[src/rtl/core/suv_pkg.sv]
// Package: shared constants, payload structs and state type for sort_unique_values.
package suv_pkg;

  // Store capacity and field widths
  localparam int CAPACITY = 64;
  localparam int VAL_W    = 31;
  localparam int CNT_W    = $clog2(CAPACITY + 1);

  // Queue between the front and the back
  localparam int QDEPTH = 4;
  localparam int QPTR_W = $clog2(QDEPTH);
  localparam int QCNT_W = $clog2(QDEPTH + 1);

  typedef struct packed {
    logic [VAL_W-1:0] value;
    logic             end_of_set;
  } in_item_t;

  typedef struct packed {
    logic [VAL_W-1:0] sorted_value;
    logic             last;
    logic             overflow;
  } out_item_t;

  // Classified work item passed from front to back
  typedef struct packed {
    logic [VAL_W-1:0] value;
    logic             end_mark;
    logic             ovf;
  } q_entry_t;

  // Queue status seen by the front
  typedef struct packed {
    logic full;
    logic empty;
  } q_stat_t;

  typedef enum logic {
    ST_LOAD,
    ST_DRAIN
  } back_state_t;

endpackage

[src/rtl/core/suv_queue.sv]
// Short FIFO that decouples the front end from the sorting back end.
module suv_queue
  import suv_pkg::*;
(
  input  logic     clk,
  input  logic     rst,
  input  logic     push,
  input  q_entry_t wdata,
  input  logic     pop,
  output q_entry_t rdata,
  output q_stat_t  stat
);

  q_entry_t          mem [QDEPTH];
  logic [QPTR_W-1:0] wr_ptr;
  logic [QPTR_W-1:0] rd_ptr;
  logic [QCNT_W-1:0] fill;

  assign stat.full  = (fill == QCNT_W'(QDEPTH));
  assign stat.empty = (fill == '0);
  assign rdata      = mem[rd_ptr];

  // Entry storage
  always_ff @(posedge clk) begin
    if (push) begin
      mem[wr_ptr] <= wdata;
    end
  end

  // Pointers and fill level
  always_ff @(posedge clk) begin
    if (rst) begin
      wr_ptr <= '0;
      rd_ptr <= '0;
      fill   <= '0;
    end else begin
      if (push) begin
        wr_ptr <= wr_ptr + QPTR_W'(1);
      end
      if (pop) begin
        rd_ptr <= rd_ptr + QPTR_W'(1);
      end
      if (push && !pop) begin
        fill <= fill + QCNT_W'(1);
      end else if (pop && !push) begin
        fill <= fill - QCNT_W'(1);
      end
    end
  end

endmodule

[config.mk]
export PLATFORM = sky130hd
export DESIGN_NAME = suv_queue
export DESIGN_NICKNAME = d
export VERILOG_FILES = /design/src/rtl/core/suv_pkg.sv /design/src/rtl/core/suv_queue.sv
export SDC_FILE = /design/constraint.sdc
export NUM_CORES = 1
export LEC_CHECK = 0
export ABC_AREA = 1
export BUFFER_PORTS_ARGS = -buffer_cell sky130_fd_sc_hd__buf_2
export CAP_MARGIN = 20
export CORE_MARGIN = 1
export CORE_UTILIZATION = 57
export DETAILED_ROUTE_END_ITERATION = 8
export GPL_TIMING_DRIVEN = 0
export HOLD_SLACK_MARGIN = 0.05
export PLACE_DENSITY = 0.83
export SYNTH_ARGS = -nofsm -noshare
export SYNTH_HDL_FRONTEND = slang
export SYNTH_SLANG_ARGS = --single-unit
export TNS_END_PERCENT = 50
[constraint.sdc]
create_clock -name clk -period 2.3 [get_ports clk]
set_input_delay 0.46 -clock clk [delete_from_list [all_inputs] [get_ports clk]]
set_output_delay 0.46 -clock clk [all_outputs]
set_load 0.02 [all_outputs]
==> qor.txt, run 1 <==
Seq/Total Area, Yosys -> 0.772
CTS H-tree depth -> 4
Crit path to -> rdata[16]
Relative slew slack -> 0.457
Initial Utilization -> 0.584
Diode count -> 0
Worst R2R Path Depth -> 5
Hold Buf Count CTS -> 0
Port bufs -> 71
Number of setup violations in the final report -> 0
Worst-Margin Slew -> 0.814 ns
RD Place Congestion -> 0.742
Clock sinks -> 141
Initial antenna violation count -> 0
Req. time, crit path -> 1.84 ns
Root buffer cell -> clkbuf_8
Die height -> 99.0 µm
TritonCTS clock tree -> yes
Layout fillers -> 602
Post-CTS Setup Bufs -> 0
Vias in the first global route -> 3329
Worst hold margin -> 0.100 ns
Most frequent cells in the layout -> edfxtp_1, nor2_1, buf_2
Final #Nets -> 512
Pint -> 4.61 mW
Worst reg2reg startpoint -> wr_ptr[0]
Worst-path clk slew -> 0.06 ns
Post-Syn Area -> 5370 µm²
Rows -> 35
MaxCap Viol Count -> 0
Leakage power -> 2.41 nW
Hpwl dp -> 6.50 mm
Setup crit start kind -> flop
First-pass GRT wire length -> 17.0 mm
CTS Buf Count -> 17
Worst setup EP type -> output port
Syn Nets -> 420
Most common library cell in the layout ignoring fill and taps -> edfxtp_1
Clock power share -> 0.416
GRT Total Usage -> 0.242
Syn_area_per_cell -> 14.2 µm²
Arrival time at the worst endpoint -> 1.80 ns
Synthesis Warnings -> 0
FF-to-FF End -> mem[2][1]
R2r setup slk -> 0.60 ns
Final ANT Viol Nets -> 0
Hold Fails Final Rpt -> 0
Post-synth top area share -> 0.739
Drt wl/cell -> 19.0 µm
Latest clock arrival within the worst-skew pair -> 0.52 ns
Via density -> 5.77
Vias -> 3422
Worst setup path class -> flop to output port
Clock Skews -> 0.0104 ns
Fin. max-slew vios -> 0
Pwr/cell area -> 953 nW/µm²
DR iter-0 viols -> 208
Synthesis-to-finish area growth -> 21.2%
DP Cell Count -> 561
Die width -> 99.0 µm
Worst Hold Class -> input pin to flop
Max Freq -> 0.443 GHz
Synth area leaders -> edfxtp_1, nor2_1, o21ai_0, o22ai_1, dfxtp_1
Die area -> 9810 µm²
Worst-path maximum fanout -> 10
Register share of total power -> 0.479
Post-synth cell types -> 21
Final worst path period share -> 0.981
Setup TNS -> 0 ns
Hold depth -> 2
GRT overflow -> 0
Yosys reg bits -> 141
# DRC -> 0
Largest net degree at the start of global routing -> 34
Final instance area -> 6500 µm²
Fin crit period -> 2.26 ns
Cells after Synth -> 377
I/O pins -> 72
Comb power frac -> 0.104
Post-Layout Cell Count -> 593
Final worst setup slack -> 0.0436 ns
Final wirelength -> 11.3 mm
Switching power -> 1.58 mW
Post-DP Area -> 5900 µm²
Leading area contributor after synthesis -> edfxtp_1
Maximum root-to-sink buffer count -> 2
Post-Place Setup Slack -> 0.415 ns
Peak supply drop -> 563 µV
Outcome -> finished, final reports clean
Core ar. -> 9200 µm²
Layout cell share with drive strength beyond 1 -> 0.276
Switch share -> 0.255
Drt first pass iters -> 5
==> metal layers <==
layer | track usage | part of all wire | up-vias
li1 | - | - | 1585
met1 | 0.306 | 0.39 | 1661
met2 | 0.403 | 0.52 | 161
met3 | 0.0624 | 0.069 | 15
met4 | 0.0953 | 0.016 | 0
met5 | 0 | 0 | -
==> critical path, stage by stage (launching register included) <==
cell and delay [ns]:
dfxtp_2 0.40, buf_6 0.18, buf_8 0.14, o21ai_1 0.08, o22ai_1 0.24, buf_2 0.22
==> power by group through the flow <==
| stage | Sequential [mW] | Clock [mW] | Combinational, mW |
|---|---|---|---|
| 2_1_floorplan | 3.01 | 0 | 0.387 |
| 3_3_place_gp | 3.02 | 0 | 0.596 |
| 3_5_place_dp | 3.02 | 0 | 0.631 |
| 4_1_cts | 2.97 | 2.59 | 0.640 |
| 5_1_grt | 2.98 | 2.72 | 0.702 |
| 6_report | 2.97 | 2.58 | 0.648 |
==> stage by stage <==
| stage | total power [mW] | util |
|---|---|---|
| floorplan | 3.40 | - |
| global placement | 3.61 | 0.637 |
| detailed placement | 3.65 | 0.642 |
| CTS | 6.20 | 0.704 |
| global route | 6.39 | 0.707 |
| finish | 6.20 | 0.707 |
==> synth_stat cells, drive strengths merged <==
master and number:
edfxtp 132, nor2 72, o21ai 71, o22ai 33, buf 17, inv 17, dfxtp 9, nand2 9
ha 5, a21oi 3, clkbuf 3, nor3 2, fa 1, nand3 1, nand4 1, xor2 1
==> final cells by class <==
class | instances | area [µm²] | share of cell area
multi-input combinational | 199 | 1010 | 0.155
timing repair buffer | 73 | 400 | 0.0616
clock inverter | 15 | 154 | 0.0237
clock buffer | 17 | 414 | 0.0637
buffer | 20 | 179 | 0.0275
inverter | 17 | 63.8 | 0.00981
tap | 111 | 139 | 0.0214
sequential | 141 | 4150 | 0.638
==> registers in the layout, summed over array words and instances (netlist names), named ones only <==
signal and count:
mem 132, fill 3, rd_ptr 2, wr_ptr 2
==> repair_timing <==
item | CTS | global route
endpoints found under the setup margin | 11 | 17
gates cloned | 0 | 0
resized for setup | 3 | 10
pin swaps | 0 | 1
==> kinds of logic (layout without fill, tap and decap cells) <==
group	after synthesis	in the layout	synth area share
and+or+nand+nor	85	85	0.0606
buffers and inverters	37	142	0.0427
adders and majority gates	6	6	0.0154
DFF	141	141	0.772
AOI/OAI and AO/OA	107	107	0.107
xor gates and xnor gates	1	1	0.00163
==> worst min path at each step <==
stage | startpoint | endpoint | slack (ns)
after floorplan | rd_ptr[1] | flop | 0.41
after global placement | rd_ptr[1] | rd_ptr[1] | 0.43
after detailed placement | rd_ptr[1] | flop | 0.46
after CTS | rst | fill[0] | 0.1
after global routing | rst | fill[0] | 0.10
final | rst | fill[0] | 0.10
No activity file was read; power rests on OpenSTA's default activity.
==> inputs of run 2 (changes only) <==
--- a/config.mk
+++ b/config.mk
@@ -5,15 +5,14 @@
 export SDC_FILE = /design/constraint.sdc
 export NUM_CORES = 1
 export LEC_CHECK = 0
-export ABC_AREA = 1
 export BUFFER_PORTS_ARGS = -buffer_cell sky130_fd_sc_hd__buf_2
 export CAP_MARGIN = 20
 export CORE_MARGIN = 1
-export CORE_UTILIZATION = 57
+export CORE_UTILIZATION = 56
 export DETAILED_ROUTE_END_ITERATION = 8
 export GPL_TIMING_DRIVEN = 0
 export HOLD_SLACK_MARGIN = 0.05
-export PLACE_DENSITY = 0.83
+export PLACE_DENSITY = 0.82
 export SYNTH_ARGS = -nofsm -noshare
 export SYNTH_HDL_FRONTEND = slang
 export SYNTH_SLANG_ARGS = --single-unit
==> qor.txt, run 2 <==
Seq/Total Area, Yosys -> 0.791 (+0.0190)
Post-Place Setup Slack -> 0.356 ns (-0.0593 ns)
Syn_area_per_cell -> 24.1 µm² (+70%)
Fin. max-slew vios -> 0 (unchanged)
Biggest regs -> mem (132), fill (3)
Root buffer cell -> clkbuf_8
I/O pins -> 72 (unchanged)
TritonCTS clock tree -> yes
Max Freq -> 0.435 GHz (-1.8%)
DP Cell Count -> 395 (-30%)
Post-synth EDFFs -> 132 (unchanged)
Maximum root-to-sink buffer count -> 2 (unchanged)
Die height -> 98.7 µm (-0.32%)
Clock sinks -> 141 (unchanged)
# DRC -> 0 (unchanged)
Worst reg2reg startpoint -> wr_ptr[0]
Pwr/cell area -> 967 nW/µm² (+1.5%)
Vias -> 2419 (-29%)
Buf/Inv on CP -> 3 (unchanged)
Clock Skews -> 0.00593 ns (-0.00450 ns)
Req. time, crit path -> 1.84 ns (about the same)
CP Cell Sequence -> buf_12, buf_4, mux4_1, buf_2
Drt wl/cell -> 20.0 µm (+5.0%)
Initial Utilization -> 0.589 (+0.00554)
Largest net degree at the start of global routing -> 34 (unchanged)
Final instance area -> 6450 µm² (-0.79%)
Setup TNS -> 0 ns (unchanged)
Post-synth top area share -> 0.757 (+0.0182)
Die area -> 9740 µm² (-0.65%)
RSZ-0062 raised after global routing -> true
Relative slew slack -> 0.391 (-0.0661)
Drt first pass iters -> 4 (-1)
Leakage power -> 2.25 nW (-6.4%)
Worst-path maximum fanout -> 9 (-1)
Post-DP Area -> 5730 µm² (-2.9%)
Hold_sp -> wdata[32]
GRT Total Usage -> 0.191 (-0.0510)
Final worst setup slack -> 0.00197 ns (-0.0417 ns)
Via density -> 5.61 (-2.7%)
Layout cell share with drive strength beyond 1 -> 0.455 (+0.179)
Worst setup EP type -> output port
Crit-path leading delay family -> multiplexers
Post-synth cell types -> 22 (+4.8%)
Vias in the first global route -> 2539 (-24%)
MaxCap Viol Count -> 0 (unchanged)
Initial antenna violation count -> 0 (unchanged)
Asr flop ratio synth -> 0 (unchanged)
Most common library cell in the layout ignoring fill and taps -> edfxtp_1
Latest clock arrival within the worst-skew pair -> 0.51 ns (about the same)
Top reg by flops -> mem
First-pass GRT wire length -> 13.2 mm (-23%)
Worst setup path class -> flop to output port
Final wirelength -> 8.60 mm (-24%)
Worst hold margin -> 0.162 ns (+0.0621 ns)
Final worst path period share -> 0.999 (+0.0181)
DR iter-0 viols -> 149 (-28%)
Post-Layout Cell Count -> 431 (-27%)
Leading area contributor after synthesis -> edfxtp_1
Yosys reg bits -> 141 (unchanged)
Worst-path clk slew -> 0.06 ns (about the same)
Post-Syn Area -> 5240 µm² (-2.4%)
Number of setup violations in the final report -> 0 (unchanged)
CTS H-tree depth -> 4 (unchanged)
Synth area leaders -> edfxtp_1, mux4_2, dfxtp_1, mux4_1, ha_1
Max reg flops -> 132 (unchanged)
Most common cell in the netlist -> edfxtp_1
Peak supply drop -> 598 µV (+6.3%)
Core ar. -> 8890 µm² (-3.3%)
Rows -> 34 (-2.9%)
Synthesis-to-finish area growth -> 23.2%
RD Place Congestion -> 0.675 (-9.1%)
Syn Nets -> 260 (-38%)
Worst Hold Class -> input pin to flop
CP max stage cell -> mux4_1
Port bufs -> 70 (-1.4%)
GRT overflow -> 0 (unchanged)
Slowest Stage Delay on Critical Path -> 0.53 ns (+0.13 ns)
Synthesis Warnings -> 0 (unchanged)
Final #Nets -> 353 (-31%)
Synth top cells by count -> edfxtp_1, mux4_2, dfxtp_1
Die width -> 98.7 µm (-0.32%)
Cells after Synth -> 217 (-42%)
Worst-Margin Slew -> 0.914 ns (+0.100 ns)
Arrival time at the worst endpoint -> 1.84 ns (+0.04 ns)
Hpwl dp -> 4.82 mm (-26%)
Final ANT Viol Nets -> 0 (unchanged)
Fin crit period -> 2.30 ns (+0.0417 ns)
Diode count -> 0 (unchanged)
Hold Fails Final Rpt -> 0 (unchanged)
Outcome -> finished, final reports clean
Most frequent cells in the layout -> edfxtp_1, buf_2, mux4_2
CTS Buf Count -> 17 (unchanged)
Top_reg_cell synth -> edfxtp_1
Setup crit start kind -> flop
run 2: cell count changes after synthesis, sizes merged, moves of 4 or more:
cell / delta
nand2: -8
mux4: +33
inv: -13
buf: -10
o22ai: -33
and2: +4
nor2: -65
o21ai: -70
run 2: metal layers:
layer / track usage / share of wire / vias up
li1: - / - / 1090
met1: 0.248 / 0.42 / 1227
met2: 0.307 / 0.51 / 92
met3: 0.0418 / 0.052 / 10
met4: 0.102 / 0.014 / 0
met5: 0 / 0 / -
run 2: path summary, 6_finish.rpt:
check	end	slack (ns)	cells after the start
min reg2reg	fill[2]	0.52	2
max	rdata[28]	0.002	4
max reg2reg	mem[0][26]	0.59	3
min	mem[0][32]	0.16	1
run 2: layout make-up:
class | count | area (µm²)
Multi-Input combinational cell | 63 | 990
Clock inverter | 15 | 149
Buffer | 8 | 106
Clock buffer | 17 | 414
Fill cell | 523 | 2440
Timing Repair Buffer | 75 | 497
Sequential cell | 141 | 4150
Tap cell | 108 | 135
Inverter | 4 | 15.0
run 2: logic make-up (layout without fill, tap and decap cells):
kind of cell,Yosys count,in the layout,share of synthesized area
AO/OA/AOI/OAI,2,2,0.00191
XOR/XNOR,5,5,0.00836
adder cells (fa/ha/maj),6,6,0.0158
buffers and inverters,13,119,0.0208
flip-flops,141,141,0.791
multiplexers,35,35,0.148
AND/OR/NAND/NOR,15,15,0.0141
run 2: where the power goes:
part           internal, mW  switching [mW]  total, mW  leakage [nW]
sequential             2.95          0.0432       2.99          1.29
combinational         0.334           0.377      0.712         0.709
clock                  1.53            1.01       2.54         0.257
total                  4.81            1.43       6.24          2.25
run 2: repair_timing:
action	4_1_cts	5_1_grt
pin swaps	0	0
gates resized for setup	3	21
endpoints found under the setup margin	30	30
cloned	0	3
setup buffers	0	2
hold buffers	0	0
run 2: through the flow:
stage                     total power, mW   util
after CTS                            6.22  0.708
after global routing                 6.45  0.726
final                                6.24  0.726
after floorplan                      3.47      -
after global placement               3.67  0.644
after detailed placement             3.69  0.644
