$ cat src/rtl/core/suv_pkg.sv
// Package: shared constants, payload structs and state type for sort_unique_values.
package suv_pkg;

  // Store capacity and field widths
  localparam int CAPACITY = 64;
  localparam int VAL_W    = 31;
  localparam int CNT_W    = $clog2(CAPACITY + 1);

  // Queue between the front and the back
  localparam int QDEPTH = 4;
  localparam int QPTR_W = $clog2(QDEPTH);
  localparam int QCNT_W = $clog2(QDEPTH + 1);

  typedef struct packed {
    logic [VAL_W-1:0] value;
    logic             end_of_set;
  } in_item_t;

  typedef struct packed {
    logic [VAL_W-1:0] sorted_value;
    logic             last;
    logic             overflow;
  } out_item_t;

  // Classified work item passed from front to back
  typedef struct packed {
    logic [VAL_W-1:0] value;
    logic             end_mark;
    logic             ovf;
  } q_entry_t;

  // Queue status seen by the front
  typedef struct packed {
    logic full;
    logic empty;
  } q_stat_t;

  typedef enum logic {
    ST_LOAD,
    ST_DRAIN
  } back_state_t;

endpackage

$ cat src/rtl/core/suv_front.sv
// Front end: accepts input transactions, counts the load, drops overflow, queues work.
module suv_front
  import suv_pkg::*;
(
  input  logic     clk,
  input  logic     rst,
  input  logic     item_valid,
  output logic     item_ready,
  input  in_item_t item,
  input  q_stat_t  q_stat,
  output logic     q_push,
  output q_entry_t q_wdata
);

  logic [CNT_W-1:0] count;
  logic [CNT_W-1:0] count_next;
  logic             dropped;
  logic             dropped_next;
  logic             accept;

  assign item_ready = !q_stat.full;
  assign accept     = item_valid && item_ready;

  // Classify: store, drop, or close the load
  always_comb begin
    count_next    = count;
    dropped_next  = dropped;
    q_push        = 1'b0;
    q_wdata.value = item.value;
    q_wdata.end_mark = item.end_of_set;
    q_wdata.ovf   = dropped;
    if (accept) begin
      if (item.end_of_set) begin
        // empty load gives no results, so nothing goes to the back
        q_push       = (count != '0);
        count_next   = '0;
        dropped_next = 1'b0;
      end else if (count < CNT_W'(CAPACITY)) begin
        q_push     = 1'b1;
        count_next = count + CNT_W'(1);
      end else begin
        dropped_next = 1'b1;
      end
    end
  end

  always_ff @(posedge clk) begin
    if (rst) begin
      count   <= '0;
      dropped <= 1'b0;
    end else begin
      count   <= count_next;
      dropped <= dropped_next;
    end
  end

endmodule

$ cat config.mk
export PLATFORM = sky130hd
export DESIGN_NAME = suv_front
export DESIGN_NICKNAME = d
export VERILOG_FILES = /design/src/rtl/core/suv_pkg.sv /design/src/rtl/core/suv_front.sv
export SDC_FILE = /design/constraint.sdc
export NUM_CORES = 1
export LEC_CHECK = 0
export ABC_AREA = 1
export BUFFER_PORTS_ARGS = -buffer_cell sky130_fd_sc_hd__buf_2
export CAP_MARGIN = 20
export CORE_UTILIZATION = 26
export CTS_CLUSTER_SIZE = 14
export DETAILED_ROUTE_END_ITERATION = 10
export SYNTH_ARGS = -nofsm -noshare
export SYNTH_HDL_FRONTEND = slang
export SYNTH_SLANG_ARGS = --single-unit
export TNS_END_PERCENT = 30
$ cat constraint.sdc
create_clock -name clk -period 2.6 [get_ports clk]
set_input_delay 0.52 -clock clk [delete_from_list [all_inputs] [get_ports clk]]
set_output_delay 0.52 -clock clk [all_outputs]
set_load 0.005 [all_outputs]
==> run_summary.xml, run 1 <==
<?xml version="1.0" encoding="UTF-8"?>
<metrics>
  <group name="status">
    <metric name="outcome" unit="">completed</metric>
  </group>
  <group name="drt">
    <metric name="routed_wl" unit="um">1130</metric>
    <metric name="antenna_left" unit="">0</metric>
    <metric name="route.detailed.drc" unit="">0</metric>
    <metric name="dr.pass1.iters" unit="">4</metric>
    <metric name="drt_iter0_markers" unit="">15</metric>
    <metric name="avgViaCountPerCell" unit="">4.25</metric>
    <metric name="wl_per_cell" unit="um">9.63</metric>
    <metric name="routed-via-count" unit="">497</metric>
  </group>
  <group name="grt">
    <metric name="grt_max_degree" unit="">7</metric>
    <metric name="grt_use_total" unit="%">8.40</metric>
    <metric name="vias_in_the_first_global_route" unit="">447</metric>
    <metric name="grt_pass1_wl" unit="um">1790</metric>
    <metric name="globalRouteOverflowTotal" unit="">0</metric>
    <metric name="antenna_found_initial" unit="">0</metric>
  </group>
  <group name="floorplan">
    <metric name="floorplan.rows" unit="">18</metric>
    <metric name="initial_core_util" unit="%">28.4</metric>
    <metric name="num_io_pins" unit="">72</metric>
    <metric name="die_area" unit="um2">2990</metric>
    <metric name="die_x" unit="um">54.7</metric>
    <metric name="fp.dieH" unit="um">54.7</metric>
    <metric name="floorplan.core_area" unit="um2">2540</metric>
  </group>
  <group name="sta">
    <metric name="setup_total_negative_slack" unit="ns">0</metric>
    <metric name="fin_worst_skew" unit="ns">0.00273</metric>
    <metric name="timing.final.setup_violations" unit="">0</metric>
    <metric name="timing.slew.headroom" unit="%">88.3</metric>
    <metric name="timing_worst_slew_pin_value" unit="ns">0.175</metric>
    <metric name="timing.fmax" unit="GHz">0.567</metric>
    <metric name="fin_worst_hold_slack" unit="ns">0.462</metric>
    <metric name="grt_setup_unrepaired" unit="">false</metric>
    <metric name="slew_viol_final" unit="">0</metric>
    <metric name="final_critical_path_share_of_the_clock_period" unit="%">67.8</metric>
    <metric name="report.final.hold_viol_count" unit="">0</metric>
    <metric name="min_period" unit="ns">1.76</metric>
    <metric name="timing.final.ws_setup" unit="ns">0.836</metric>
  </group>
  <group name="placed_design">
    <metric name="pre_cts_slack" unit="ns">0.882</metric>
    <metric name="place_hpwl" unit="um">908</metric>
    <metric name="io_buffer_count" unit="">8</metric>
    <metric name="gp_congestion" unit="">0.876</metric>
    <metric name="placed_cells" unit="">114</metric>
  </group>
  <group name="worst_setup_path">
    <metric name="cp_top_family" unit="">flip-flops</metric>
    <metric name="worstReg2RegStart" unit="">count[1]</metric>
    <metric name="path_length_in_cells_of_the_critical_path" unit="">6</metric>
    <metric name="ff2ff_setup_slack" unit="ns">1.51</metric>
    <metric name="worst_setup_end_kind" unit="">output pin</metric>
    <metric name="worst-endpoint-required" unit="ns">2.08</metric>
    <metric name="cpPeakStageDelay" unit="ns">0.37</metric>
    <metric name="timing.critical_path.fanout_max" unit="">4</metric>
    <metric name="cp_cell_sequence" unit="">inv_1 &gt; ha_1 &gt; nand3_1 &gt; nor2_1 &gt; a21oi_1 &gt; buf_2</metric>
    <metric name="worst-r2r-cell-count" unit="">7</metric>
    <metric name="crit_type" unit="">register to output pin</metric>
    <metric name="worst_setup_path_endpoint" unit="">q_push</metric>
    <metric name="cp_num_buf_inv" unit="">2</metric>
    <metric name="kind_of_start_point_of_the_critical_path" unit="">register</metric>
    <metric name="worstSetupStartpoint" unit="">count[0]</metric>
    <metric name="r2r_end" unit="">count[6]</metric>
    <metric name="critical-path-slowest-cell" unit="">sky130_fd_sc_hd__dfxtp_1</metric>
    <metric name="critPathArrivalTime" unit="ns">1.24</metric>
  </group>
  <group name="finish">
    <metric name="area_growth_syn_to_layout" unit="%">-20.5</metric>
    <metric name="area_of_all_sequential_standard_cells" unit="um2">160</metric>
    <metric name="num-fill-cells" unit="">292</metric>
    <metric name="drive_above_1_share" unit="%">17.2</metric>
    <metric name="final_net_count" unit="">128</metric>
    <metric name="multi_input_comb_area" unit="um2">254</metric>
    <metric name="diodes" unit="">0</metric>
    <metric name="stdcell_count" unit="">117</metric>
  </group>
  <group name="clocking">
    <metric name="cts_made_buffers" unit="">3</metric>
    <metric name="h_tree_level_count" unit="">1</metric>
    <metric name="clk-insertion-delay-late" unit="ns">0.25</metric>
    <metric name="tritoncts_clock_tree" unit="">done</metric>
    <metric name="post-cts-setup-buffer-count" unit="">0</metric>
    <metric name="post_cts_resize_count" unit="">0</metric>
    <metric name="cts_num_sinks" unit="">8</metric>
    <metric name="clkTransAtPathRegs" unit="ns">0.06</metric>
    <metric name="clock_tree.root_cell" unit="">sky130_fd_sc_hd__clkbuf_4</metric>
    <metric name="cts-root-to-sink-buffers" unit="">2</metric>
    <metric name="cts.hold.buffers_added" unit="">0</metric>
  </group>
  <group name="synth">
    <metric name="synth_seq_cells" unit="">8</metric>
    <metric name="synth_top_cell_by_area" unit="">sky130_fd_sc_hd__buf_4</metric>
    <metric name="synthesis.instances" unit="">109</metric>
    <metric name="nets_in_the_synthesized_netlist" unit="">148</metric>
    <metric name="synth.top_cells.by_area" unit="">sky130_fd_sc_hd__buf_4, sky130_fd_sc_hd__dfxtp_1, sky130_fd_sc_hd__nand2_1</metric>
    <metric name="synth.avg_cell_area" unit="um2">6.62</metric>
    <metric name="synth_cell_types" unit="">16</metric>
    <metric name="synth-seq-area-share" unit="%">22.2</metric>
    <metric name="netlist_area" unit="um2">722</metric>
    <metric name="synthDominantCellAreaShare" unit="%">34.3</metric>
    <metric name="yosysWarningCount" unit="">0</metric>
  </group>
  <group name="power_and_ir_drop">
    <metric name="total_power_consumption" unit="mW">0.245</metric>
    <metric name="static_leakage" unit="nW">0.267</metric>
    <metric name="power_per_cell_area" unit="nW/um2">426</metric>
    <metric name="ir_drop" unit="mV">0.139</metric>
  </group>
  <group name="job">
    <metric name="cap_viol_max_count" unit="">0</metric>
  </group>
  <group name="min_path">
    <metric name="min-delay-path-class" unit="">register to register</metric>
    <metric name="hold_path_depth" unit="">1</metric>
  </group>
</metrics>
-- synthesized netlist by cell type (all sizes together) --
library cell	count
a21oi	3
buf	33
clkinv	1
dfxtp	8
ha	2
inv	15
nand2	19
nand3	9
nand4	1
nor2	13
o21a	1
o21ai	4
-- flip-flops by register name (all words and copies together) (netlist names) --
register  count
count         7
dropped       1
-- through the flow --
stage | utilization [%] | area, um2
global placement | 21.7 | 552
global route | 22.6 | 574
detailed placement | 21.7 | 552
floorplan | - | 722
finish | 22.6 | 574
CTS | 22.6 | 574
-- cells in the final DEF, fill, tap and decap left out --
| cell type | synthesis | final |
|---|---|---|
| sky130_fd_sc_hd__o21ai_0 | 3 | 3 |
| sky130_fd_sc_hd__nand3_1 | 9 | 9 |
| sky130_fd_sc_hd__ha_1 | 2 | 2 |
| sky130_fd_sc_hd__o21a_1 | 1 | 1 |
| sky130_fd_sc_hd__dfxtp_1 | 8 | 8 |
| sky130_fd_sc_hd__clkinv_1 | 1 | 1 |
| sky130_fd_sc_hd__nor2_4 | 1 | 1 |
| sky130_fd_sc_hd__nand2_1 | 17 | 17 |
| sky130_fd_sc_hd__nor2_1 | 11 | 11 |
| sky130_fd_sc_hd__inv_1 | 15 | 15 |
| sky130_fd_sc_hd__a21oi_1 | 3 | 3 |
| sky130_fd_sc_hd__nor2_2 | 1 | 1 |
| sky130_fd_sc_hd__clkbuf_4 | 0 | 3 |
| sky130_fd_sc_hd__buf_2 | 0 | 8 |
| sky130_fd_sc_hd__nand2_2 | 2 | 2 |
| sky130_fd_sc_hd__o21ai_1 | 1 | 1 |
| sky130_fd_sc_hd__nand4_1 | 1 | 1 |
-- power breakdown --
part           leakage (nW)  internal, mW  switching, mW  total [mW]
Clock                0.0138        0.0529         0.0429      0.0957
Combinational         0.188       0.00911         0.0154      0.0245
Sequential           0.0646         0.124        0.00100       0.125
-- worst min path at each step --
stage             from  endpoint  slack (ns)
6_report       dropped   dropped        0.46
5_1_grt            rst  count[1]        0.47
4_1_cts            rst  count[1]        0.46
3_5_place_dp   dropped   dropped        0.46
3_3_place_gp   dropped   dropped        0.45
2_1_floorplan  dropped   dropped        0.44
-- metal layers --
metal	wire, um	global-route usage [%]	up-vias
met1	500	10.3	202
met4	32	2.99	0
li1	-	-	257
met2	453	12.2	28
met5	0	0	-
met3	140	4.44	10
-- cell type report --
type                    count  area share, %
clock buffers               3           3.92
inverters                  16           10.5
multi-input cells          52           44.2
flip-flops and latches      8           27.9
well taps                  30           6.54
repair buffers              8           6.97
-- cell families (layout without fill, tap and decap cells) --
| logic type | count (synthesis) | in the layout | share of synthesized area (%) |
|---|---|---|---|
| AND/OR/NAND/NOR | 42 | 42 | 25.8 |
| adder cells (fa/ha/maj) | 2 | 2 | 3.47 |
| flip-flops | 8 | 8 | 22.2 |
| AO/OA/AOI/OAI | 8 | 8 | 5.89 |
| buffers and inverters | 49 | 27 | 42.6 |
No activity file was read; power rests on OpenSTA's default activity.
==> run 2: changes to the inputs <==
Clock period 2.6 ns to 1.5 ns, I/O delays scaled along.
==> run 2 against run 1 <==
Effect of this change: global-route usage increased by 1.1 points; worst hold slack got worse by 0.24 ns; final cell count increased by 2.6%; sequential power increased by 73%; clock skew about the same; critical path type unchanged; core utilization increased by 1.8 points.
==> run_summary.xml, run 2 (same netlist as run 1, synthesis figures left out) <==
<?xml version="1.0" encoding="UTF-8"?>
<metrics>
  <group name="drt">
    <metric name="dr.pass1.iters" unit="">4</metric>
    <metric name="drt_iter0_markers" unit="">15</metric>
    <metric name="antenna_left" unit="">0</metric>
    <metric name="routed-via-count" unit="">530</metric>
    <metric name="wl_per_cell" unit="um">10.2</metric>
    <metric name="avgViaCountPerCell" unit="">4.42</metric>
    <metric name="routed_wl" unit="um">1220</metric>
    <metric name="route.detailed.drc" unit="">0</metric>
  </group>
  <group name="worst_setup_path">
    <metric name="worst_setup_end_kind" unit="">output pin</metric>
    <metric name="timing.critical_path.fanout_max" unit="">3</metric>
    <metric name="worst-endpoint-required" unit="ns">1.20</metric>
    <metric name="crit_type" unit="">register to output pin</metric>
    <metric name="kind_of_start_point_of_the_critical_path" unit="">register</metric>
    <metric name="critPathArrivalTime" unit="ns">1.13</metric>
  </group>
  <group name="grt">
    <metric name="vias_in_the_first_global_route" unit="">473</metric>
    <metric name="grt_max_degree" unit="">7</metric>
    <metric name="globalRouteOverflowTotal" unit="">0</metric>
    <metric name="grt_use_total" unit="%">9.49</metric>
    <metric name="grt_pass1_wl" unit="um">1930</metric>
    <metric name="antenna_found_initial" unit="">0</metric>
  </group>
  <group name="job">
    <metric name="cap_viol_max_count" unit="">0</metric>
  </group>
  <group name="sta">
    <metric name="grt_setup_unrepaired" unit="">true</metric>
    <metric name="report.final.hold_viol_count" unit="">0</metric>
    <metric name="fin_worst_skew" unit="ns">0.00261</metric>
    <metric name="min_period" unit="ns">1.43</metric>
    <metric name="final_critical_path_share_of_the_clock_period" unit="%">95.6</metric>
    <metric name="timing.final.ws_setup" unit="ns">0.0653</metric>
    <metric name="timing.slew.headroom" unit="%">88.2</metric>
    <metric name="timing.final.setup_violations" unit="">0</metric>
    <metric name="timing_worst_slew_pin_value" unit="ns">0.176</metric>
    <metric name="slew_viol_final" unit="">0</metric>
    <metric name="timing.fmax" unit="GHz">0.697</metric>
  </group>
  <group name="finish">
    <metric name="drive_above_1_share" unit="%">27.8</metric>
    <metric name="final_net_count" unit="">131</metric>
    <metric name="num-fill-cells" unit="">304</metric>
    <metric name="reg.largest.list" unit="">count x7, dropped x1</metric>
    <metric name="diodes" unit="">0</metric>
    <metric name="area_growth_syn_to_layout" unit="%">-14.2</metric>
    <metric name="largest_register_ffs" unit="">7</metric>
    <metric name="most-common-layout-cells" unit="">sky130_fd_sc_hd__nand2_1, sky130_fd_sc_hd__inv_1, sky130_fd_sc_hd__nor2_1</metric>
    <metric name="utilization" unit="%">24.3</metric>
    <metric name="layout.cells.most_common" unit="">sky130_fd_sc_hd__nand2_1</metric>
    <metric name="largest_register" unit="">count</metric>
  </group>
  <group name="clocking">
    <metric name="cts_num_sinks" unit="">8</metric>
    <metric name="clock_tree.root_cell" unit="">sky130_fd_sc_hd__clkbuf_4</metric>
    <metric name="cts_made_buffers" unit="">3</metric>
    <metric name="cts-root-to-sink-buffers" unit="">2</metric>
    <metric name="clkTransAtPathRegs" unit="ns">0.05</metric>
    <metric name="h_tree_level_count" unit="">1</metric>
    <metric name="tritoncts_clock_tree" unit="">done</metric>
    <metric name="clk-insertion-delay-late" unit="ns">0.26</metric>
  </group>
  <group name="floorplan">
    <metric name="floorplan.rows" unit="">18</metric>
    <metric name="num_io_pins" unit="">72</metric>
    <metric name="initial_core_util" unit="%">28.4</metric>
    <metric name="fp.dieH" unit="um">54.7</metric>
    <metric name="die_x" unit="um">54.7</metric>
    <metric name="floorplan.core_area" unit="um2">2540</metric>
    <metric name="die_area" unit="um2">2990</metric>
  </group>
  <group name="power_and_ir_drop">
    <metric name="static_leakage" unit="nW">0.293</metric>
    <metric name="power_per_cell_area" unit="nW/um2">709</metric>
    <metric name="ir_drop" unit="mV">0.252</metric>
  </group>
  <group name="placed_design">
    <metric name="io_buffer_count" unit="">8</metric>
    <metric name="pre_cts_slack" unit="ns">0.206</metric>
    <metric name="place_hpwl" unit="um">909</metric>
    <metric name="gp_congestion" unit="">0.873</metric>
  </group>
  <group name="min_path">
    <metric name="min-delay-path-class" unit="">input port to register</metric>
  </group>
  <group name="status">
    <metric name="outcome" unit="">completed</metric>
  </group>
</metrics>
## run 2: cell count changes in the layout (fill, tap and decap cells not counted), sizes merged
cell / delta
buf: +3
## run 2: final cells by class
type / count / area (um2) / area share, %
timing repair buffer: 11 / 62.6 / 10.1
inverter: 16 / 60.1 / 9.70
tap: 30 / 37.5 / 6.06
multi-input combinational: 52 / 274 / 44.2
clock buffer: 3 / 22.5 / 3.64
sequential: 8 / 163 / 26.3
## run 2: stage by stage
step	hold slack, ns	total power [mW]	TNS, ns	instance area (um2)	cells
after global placement	0.448	0.263	0	552	114
final	0.224	0.439	0	619	120
after detailed placement	0.453	0.263	0	552	114
after CTS	0.215	0.443	0	592	119
after floorplan	0.369	0.315	0	722	109
after global routing	0.227	0.468	-0.0187	619	120
## run 2: critical path, cell delays in order, from the launching register on
cell	delay, ns
sky130_fd_sc_hd__dfxtp_2	0.33
sky130_fd_sc_hd__inv_2	0.05
sky130_fd_sc_hd__ha_4	0.15
sky130_fd_sc_hd__nand3_2	0.06
sky130_fd_sc_hd__nor2_2	0.04
sky130_fd_sc_hd__a21oi_1	0.12
sky130_fd_sc_hd__buf_2	0.13
## run 2: where the power goes
part / internal (mW) / switching (mW) / leakage (nW) / total, mW
Sequential: 0.215 / 0.00112 / 0.0655 / 0.216
Combinational: 0.0209 / 0.0300 / 0.213 / 0.0509
Clock: 0.0920 / 0.0801 / 0.0138 / 0.172
## run 2: worst paths after layout
check / startpoint / end / slack (ns) / cells past startpoint
worst max register to register: count[0] / count[6] / 0.26 / 9
worst max-delay path: count[0] / q_push / 0.07 / 6
worst min register to register: dropped / dropped / 0.46 / 1
worst min-delay path: rst / count[1] / 0.22 / 2
## run 2: repair_timing
action                                 CTS  global route
endpoints found under the hold margin    0             0
gates resized for setup                  2             6
hold buffers                             0             0
buffers inserted                         2             1
setup endpoints to repair                1             1
pin swaps                                0             4
## run 2: per-layer routing
metal | vias up | wire (um) | GRT usage (%)
li1 | 262 | - | -
met1 | 225 | 484 | 11.1
met2 | 31 | 539 | 13.3
met3 | 12 | 152 | 5.28
met4 | 0 | 43 | 5.56
met5 | - | 0 | 0
